[config.mk]
export PLATFORM = sky130hd
export DESIGN_NAME = lep_control
export DESIGN_NICKNAME = d
export VERILOG_FILES = /design/src/hdl/lyapunov_exponent_pixel_defines.svh /design/src/hdl/lep_pkg.sv /design/src/hdl/lep_control.sv
export SDC_FILE = /design/constraint.sdc
export NUM_CORES = 1
export LEC_CHECK = 0
export BUFFER_PORTS_ARGS = -buffer_cell sky130_fd_sc_hd__buf_2
export CORE_MARGIN = 3
export CORE_UTILIZATION = 29
export DETAILED_ROUTE_END_ITERATION = 6
export PLACE_DENSITY = 0.56
export SETUP_SLACK_MARGIN = 0.05
export SLEW_MARGIN = 20
export SYNTH_ARGS = -nofsm -noshare
export SYNTH_HDL_FRONTEND = slang
export SYNTH_SLANG_ARGS = --single-unit
[constraint.sdc]
create_clock -name clk -period 3.1 [get_ports clk]
set_clock_uncertainty 0.2 [all_clocks]
set_input_delay 0.465 -clock clk [delete_from_list [all_inputs] [get_ports clk]]
set_output_delay 0.465 -clock clk [all_outputs]
set_load 0.02 [all_outputs]
[src/hdl/lyapunov_exponent_pixel_defines.svh]
`ifndef LYAPUNOV_EXPONENT_PIXEL_DEFINES_SVH
`define LYAPUNOV_EXPONENT_PIXEL_DEFINES_SVH

`ifndef SYNTH
`define LEP_ASSERT_NEXT(lbl, ante, cons) \
  lbl: assert property (@(posedge clk) disable iff (rst) (ante) |=> (cons)) \
    else $error("lep check failed");
`define LEP_ASSERT_NOW(lbl, ante, cons) \
  lbl: assert property (@(posedge clk) disable iff (rst) (ante) |-> (cons)) \
    else $error("lep check failed");
`else
`define LEP_ASSERT_NEXT(lbl, ante, cons)
`define LEP_ASSERT_NOW(lbl, ante, cons)
`endif

`endif

[src/hdl/lep_pkg.sv]
package lep_pkg;

  localparam int PatternMaxDef = 16;
  localparam int RoundBitsDef  = 12;
  localparam int PatternWidth  = 16;
  localparam int RoundReset    = 4000;

  localparam logic [30:0] ONE_Q30    = 31'h4000_0000;
  localparam logic [21:0] SAT_TERM   = 22'h20_0000;
  localparam logic signed [21:0] TH_QUARTER = -22'sd16384;
  localparam logic signed [21:0] TH_FORTY   = -22'sd26214;

  localparam logic [2:0] COLOR_POS     = 3'd0;
  localparam logic [2:0] COLOR_QUARTER = 3'd2;
  localparam logic [2:0] COLOR_FORTY   = 3'd3;
  localparam logic [2:0] COLOR_LOW     = 3'd4;

  localparam logic [7:0] REG_PATTERN_BITS   = 8'd0;
  localparam logic [7:0] REG_PATTERN_LENGTH = 8'd1;
  localparam logic [7:0] REG_ROUND_COUNT    = 8'd2;
  localparam logic [7:0] REG_START_X        = 8'd3;

  typedef struct packed {
    logic       load;
    logic       mul_p;
    logic       mul_x;
    logic       mul_d;
    logic       sel_b;
    logic       norm;
    logic       sqr;
    logic [3:0] sq_bit;
    logic       acc;
    logic       div_init;
    logic       div_step;
    logic       out_load;
  } lep_cmd_t;

  typedef struct packed {
    logic mag_zero;
    logic norm_top;
    logic out_busy;
  } lep_status_t;

endpackage

[src/hdl/lep_control.sv]
module lep_control #(
  parameter int ROUND_BITS = lep_pkg::RoundBitsDef
) (
  input  logic                  clk,
  input  logic                  rst,
  input  logic                  s_tvalid,
  output logic                  s_tready,
  input  logic [15:0]           pattern_bits,
  input  logic [5:0]            len_eff,
  input  logic [ROUND_BITS-1:0] rounds_eff,
  input  lep_pkg::lep_status_t  status,
  output lep_pkg::lep_cmd_t     cmd
);
  import lep_pkg::*;

  localparam int SumW = ROUND_BITS + 28;
  localparam int DivW = $clog2(SumW);

  localparam logic [3:0] S_IDLE  = 4'd0;
  localparam logic [3:0] S_PMUL  = 4'd1;
  localparam logic [3:0] S_XMUL  = 4'd2;
  localparam logic [3:0] S_DMUL  = 4'd3;
  localparam logic [3:0] S_NORM  = 4'd4;
  localparam logic [3:0] S_SQR   = 4'd5;
  localparam logic [3:0] S_ACC   = 4'd6;
  localparam logic [3:0] S_DINIT = 4'd7;
  localparam logic [3:0] S_DIV   = 4'd8;
  localparam logic [3:0] S_OUT   = 4'd9;

  logic [3:0] state, state_next;
  logic [4:0] j, j_next;
  logic [ROUND_BITS-1:0] rnd, rnd_next;
  logic [3:0] sq, sq_next;
  logic [DivW-1:0] dcnt, dcnt_next;
  logic last_j, last_rnd;

  assign last_j   = ({1'b0, j} == len_eff - 6'd1);
  assign last_rnd = (rnd == rounds_eff - ROUND_BITS'(1));
  assign s_tready = (state == S_IDLE);

  always_comb begin
    state_next = state;
    j_next     = j;
    rnd_next   = rnd;
    sq_next    = sq;
    dcnt_next  = dcnt;
    cmd        = '0;
    cmd.sel_b  = j[4] ? 1'b0 : pattern_bits[j[3:0]];
    cmd.sq_bit = sq;
    unique case (state)
      S_IDLE: begin
        if (s_tvalid) begin
          cmd.load   = 1'b1;
          j_next     = '0;
          rnd_next   = '0;
          state_next = S_PMUL;
        end
      end
      S_PMUL: begin
        cmd.mul_p  = 1'b1;
        state_next = S_XMUL;
      end
      S_XMUL: begin
        cmd.mul_x  = 1'b1;
        state_next = S_DMUL;
      end
      S_DMUL: begin
        cmd.mul_d  = 1'b1;
        state_next = S_NORM;
      end
      S_NORM: begin
        priority if (status.mag_zero) begin
          state_next = S_ACC;
        end else if (status.norm_top) begin
          sq_next    = 4'd15;
          state_next = S_SQR;
        end else begin
          cmd.norm = 1'b1;
        end
      end
      S_SQR: begin
        cmd.sqr = 1'b1;
        sq_next = sq - 4'd1;
        if (sq == 4'd0) state_next = S_ACC;
      end
      S_ACC: begin
        cmd.acc    = 1'b1;
        state_next = S_PMUL;
        if (last_j) begin
          j_next = '0;
          if (last_rnd) state_next = S_DINIT;
          else rnd_next = rnd + ROUND_BITS'(1);
        end else begin
          j_next = j + 5'd1;
        end
      end
      S_DINIT: begin
        cmd.div_init = 1'b1;
        dcnt_next    = '0;
        state_next   = S_DIV;
      end
      S_DIV: begin
        cmd.div_step = 1'b1;
        dcnt_next    = dcnt + DivW'(1);
        if (dcnt == DivW'(SumW - 1)) state_next = S_OUT;
      end
      S_OUT: begin
        if (!status.out_busy) begin
          cmd.out_load = 1'b1;
          state_next   = S_IDLE;
        end
      end
      default: state_next = S_IDLE;
    endcase
  end

  always_ff @(posedge clk) begin
    if (rst) begin
      state <= S_IDLE;
      j     <= '0;
      rnd   <= '0;
      sq    <= '0;
      dcnt  <= '0;
    end else begin
      state <= state_next;
      j     <= j_next;
      rnd   <= rnd_next;
      sq    <= sq_next;
      dcnt  <= dcnt_next;
    end
  end

endmodule
[Yosys cells after proc, flatten, opt, wreduce, memory -nomap -nowiden]
Index checks and enable logic that the tools add are counted.
Storage, ports and cells
  register bits: 31
  input port bits: 40
  output and inout bits: 16
  word-level logic and storage cells: 79
Operators by class
  add/subtract/negate cells: 6
  order comparisons: 1
  equal/unequal tests: 21
  mux-type cells: 37
  reductions and logical operators: 9
Operators by type and width (count)
  $pmux W4 S10: 1
  $mux W12: 3
  $mux W4: 8
  $pmux W12 S2: 1
  $eq A4 B3 Y1 const B: 4
  $mux W1: 16
  $ne A2 B2 Y1 const B: 8
  $add A12 B1 Y12 const B: 1
  $eq A12 B12 Y1: 1
  $pmux W6 S2: 1
  $sub A12 B1 Y12 const B: 1
  $mux W5: 2
  $pmux W5 S2: 1
  $eq A4 B2 Y1 const B: 2
  $eq A4 B4 Y1 const B: 2
  $logic_not A4 Y1: 2
  $pmux W4 S2: 1
  $add A6 B1 Y6 const B: 1
  $eq A5 B6 Y1: 1
  $eq A6 B6 Y1 const B: 1
  $mux W3: 2
  $reduce_bool A2 Y1: 3
  $sub A6 B1 Y6 const B: 1
  $add A5 B1 Y5 const B: 1
  9 further kinds: 9

[Depth between registers and ports, before layout]
  depth after elaboration: 5
  mapped depth: 10
  gate-level depth less buffers: 9

[Worst setup path after synthesis]
Ideal clock, no wire load.
  kind: input -> register
  start: input rounds_eff[0]
  end: register rnd[7]
  setup time: 0.121 ns
  arrival time: 2.486 ns
  data required time: 2.779 ns
  path slack: 0.293 ns
  stages: 10
  path buffers: 1
  path through: inv_1 ha_1 or4b_4 or4_1 a21oi_1 o21bai_1 o31ai_4 buf_6 a21oi_1 mux2i_1
Between the ends
  longest elaborated chain between the ends: 4
RTL lines
  from (decl): RTL line lep_control.sv:10  | input logic [ROUND_BITS-1:0] rounds_eff,
  $sub A12 B1 Y12: RTL line lep_control.sv:38  | assign last_rnd = (rnd == rounds_eff - ROUND_BITS'(1));
  $eq A12 B12 Y1: RTL line lep_control.sv:38
  $ne A2 B2 Y1 (no source line)
  $reduce_and A4 Y1 (no source line)
  to (signal assigned): RTL line lep_control.sv:127  | rnd <= rnd_next;
  to (decl): RTL line lep_control.sv:32  | logic [ROUND_BITS-1:0] rnd, rnd_next;
No other way between the ends.
A chain may end at the register's enable or synchronous reset.

==> results.txt <==
DRC = 0
Worst slack at placement = -26.0 ps
Clock root cell = sky130_fd_sc_hd__clkbuf_8
Starting density of the core = 0.308
Prevailing post-synth register cell = sky130_fd_sc_hd__dfxtp_1
Run status = finished, final reports clean
Global-route wire length before repair = 10,500 um
Ratio of cells with drive above 1 in the final layout = 0.229
Worst EP arrival = 2190 ps
Area of the multi-input gates = 0.00171 mm2
Routed Antenna Nets = 0
Synth top area share = 0.253
Number of buffers added to fix hold violations after cts = 0
Max stage delay on crit path = 590 ps
Die Width = 98.0 um
CP Data Required Time = 2430 ps
DP Wirelength = 4840 um
Fillers = 835
Max_cap viols = 0
Floorplan core area = 0.00797 mm2
TritonCTS clock tree = yes
Count of pins over their slew limit = 0
Nature of the critical path endpoint = output port
Hold_ws = 321 ps
Largest net degree at the start of global routing = 25
Net count, final = 408
Area Growth Syn to Fin = 21.3%
Num Clock Sinks = 31
Die Footprint = 0.00960 mm2
Placement row count = 32
Most frequent cell on the critical path = sky130_fd_sc_hd__mux4_2
Die span in y = 98.0 um
Reg2reg start = j[2]$_SDFFE_PP0P_
CTS resizes = 0
Slowest cell on the critical path = sky130_fd_sc_hd__dfxtp_1
Port-buffer cells = 55
Fmax = 350 MHz
EDFF count, synth = 0
Cell count after synthesis = 310
DRT Wirelength = 6280 um
Drt via density = 5.32
TNS Setup = 0 ps
Pwr Density = 362 mW/mm2
Global routing usage summed across all routing layers = 0.129
WL per Instance = 13.5 um
Number of hold violations in the final report = 0
Yosys cell types = 52
Part of the Yosys area used for sequential elements = 0.253
GPL Wtd Cong = 0.822
Clock slew seen by the registers of the worst setup and hold paths = 70 ps
Timing startpoint of the critical path = j[0]$_SDFFE_PP0P_
Overall via count from detail_route = 2,474
Minimum clock period after layout = 2860 ps
Initial DRC Count = 132
Skew-Pair Late Insertion Delay = 280 ps
Crit path kind = reg -> out
Number of setup buffers added after CTS = 0
Flops & latches, synth = 31
Hold crit path type = in -> reg
Startpoint class of the critical path = flop
Min-Delay Startpoint = status[1]
Static leakage power = 0.00117 uW
Overall overflow remaining after global route = 0
Number of iterations in the first detailed-routing pass = 4
Total power draw = 1080 uW
H-tree level count = 2
Cell breakdown of the critical path = mux4_2 -> mux4_2 -> nor2b_1 -> buf_2
Worst supply voltage drop on vdd = 147 uV
Biggest area consumer among synthesized cells = sky130_fd_sc_hd__dfxtp_1
Final WS setup = 245 ps
Setup repair after global routing missed its margin = false
Number of clock buffers inserted by TritonCTS = 5
Number of antenna diodes = 0
Top Ports = 56
Sequential cell area = 621 um2
CTS max path bufs = 2
Syn Std Cell Area = 0.00245 mm2
Largest fanout of any net on the critical path = 8
Slew margin rel. = 0.580
Slew of the pin with the lowest slew margin = 624 ps
Synthesized netlist net count = 356
Synth top area cells = sky130_fd_sc_hd__dfxtp_1, sky130_fd_sc_hd__nand2_1, sky130_fd_sc_hd__mux4_2, sky130_fd_sc_hd__a2111o_1, sky130_fd_sc_hd__xor2_1
Crit share post-route = 0.921
Vias in the first global route = 2,279
Total of endpoints with negative setup slack in the final report = 0
Async set-reset flop share out of synthesis = 0
Mean cell area of the mapped netlist = 7.91 um2
Number of antenna violations at the first check in global routing = 0
Synthesis Warnings = 0
==> state kept, by name, summed over array words and instances, names as in the netlist <==
name   count
state      4
rnd       12
j          5
dcnt       6
sq         4
==> logic make-up after synthesis <==
| kind of cell | count (synthesis) | synth area share |
|---|---|---|
| DFF | 31 | 0.253 |
| adders and majority gates | 6 | 0.0306 |
| and+or+nand+nor | 139 | 0.295 |
| muxes | 10 | 0.0668 |
| buffers and inverters | 30 | 0.0505 |
| AOI/OAI and AO/OA | 75 | 0.236 |
| xor gates and xnor gates | 19 | 0.0679 |
==> cell usage after synthesis, types with 5 or more instances <==
| cell type | count |
|---|---|
| sky130_fd_sc_hd__a2111o_1 | 8 |
| sky130_fd_sc_hd__a21oi_1 | 17 |
| sky130_fd_sc_hd__a31oi_1 | 6 |
| sky130_fd_sc_hd__clkbuf_1 | 13 |
| sky130_fd_sc_hd__dfxtp_1 | 31 |
| sky130_fd_sc_hd__ha_1 | 6 |
| sky130_fd_sc_hd__inv_1 | 13 |
| sky130_fd_sc_hd__mux4_2 | 5 |
| sky130_fd_sc_hd__nand2_1 | 35 |
| sky130_fd_sc_hd__nand2b_1 | 6 |
| sky130_fd_sc_hd__nand3_1 | 16 |
| sky130_fd_sc_hd__nor2_1 | 23 |
| sky130_fd_sc_hd__nor2b_1 | 9 |
| sky130_fd_sc_hd__nor3_1 | 12 |
| sky130_fd_sc_hd__nor4_1 | 5 |
| sky130_fd_sc_hd__o2111ai_1 | 8 |
| sky130_fd_sc_hd__o211ai_1 | 5 |
| sky130_fd_sc_hd__o21ai_0 | 11 |
| sky130_fd_sc_hd__or3_1 | 8 |
| sky130_fd_sc_hd__xnor2_1 | 9 |
| sky130_fd_sc_hd__xor2_1 | 10 |
==> critical path, delay by kind of cell, from the launching register on <==
kind / cells / cell delay [ps]
multiplexers: 2 / 1020
AND/OR/NAND/NOR: 1 / 140
buffers and inverters: 1 / 160
flip-flops: 1 / 590
==> layer usage <==
metal	global-route usage	wire [um]	up-vias	part of all wire
met2	0.212	2970	41	0.47
met4	0.0351	40	0	0.0064
met5	0	0	-	0
li1	-	-	1271	-
met1	0.172	2990	1160	0.48
met3	0.0250	281	2	0.045
==> cell type report <==
| type | count | area share |
|---|---|---|
| clock buffer | 6 | 0.0244 |
| clock inverter | 2 | 0.0202 |
| inverter | 14 | 0.0177 |
| multi-input combinational | 249 | 0.574 |
| sequential | 31 | 0.209 |
| tap | 102 | 0.0429 |
| timing repair buffer | 61 | 0.112 |
==> placed cells by master, fill, tap and decap left out, types with 5 or more instances in the layout <==
master,n
sky130_fd_sc_hd__buf_2,55
sky130_fd_sc_hd__nand2_1,35
sky130_fd_sc_hd__dfxtp_1,31
sky130_fd_sc_hd__nor2_1,23
sky130_fd_sc_hd__a21oi_1,17
sky130_fd_sc_hd__nand3_1,16
sky130_fd_sc_hd__inv_1,13
sky130_fd_sc_hd__nor3_1,12
sky130_fd_sc_hd__o21ai_0,11
sky130_fd_sc_hd__xor2_1,10
sky130_fd_sc_hd__nor2b_1,9
sky130_fd_sc_hd__xnor2_1,9
sky130_fd_sc_hd__or3_1,8
sky130_fd_sc_hd__o2111ai_1,8
sky130_fd_sc_hd__a2111o_1,8
sky130_fd_sc_hd__nand2b_1,6
sky130_fd_sc_hd__a31oi_1,6
sky130_fd_sc_hd__ha_1,6
sky130_fd_sc_hd__nor4_1,5
sky130_fd_sc_hd__mux4_2,5
sky130_fd_sc_hd__o211ai_1,5
sky130_fd_sc_hd__clkbuf_8,5
sky130_fd_sc_hd__buf_4,5
==> per-stage QoR <==
stage	std cells	area, um2	utilization
final	465	2970	0.373
after global routing	465	2970	0.373
after CTS	465	2970	0.373
after detailed placement	457	2840	0.357
after global placement	457	2840	0.357
after floorplan	310	2450	-
==> worst paths after layout <==
| check | slack, ps | end | depth (start not counted) |
|---|---|---|---|
| min | 320 | sq[3]$_SDFFE_PP0P_ | 3 |
| max reg2reg | 540 | rnd[5]$_SDFFE_PP0P_ | 7 |
| min reg2reg | 320 | dcnt[2]$_SDFFE_PP0P_ | 2 |
| max | 240 | cmd[10] | 4 |
==> power by group <==
group / total [uW] / switching (uW) / leakage (uW) / internal [uW]
Combinational: 188 / 112 / 0.000854 / 75.4
Sequential: 414 / 11.0 / 0.000250 / 403
Clock: 475 / 154 / 0.0000654 / 321
(Power assumes the default switching activity.)
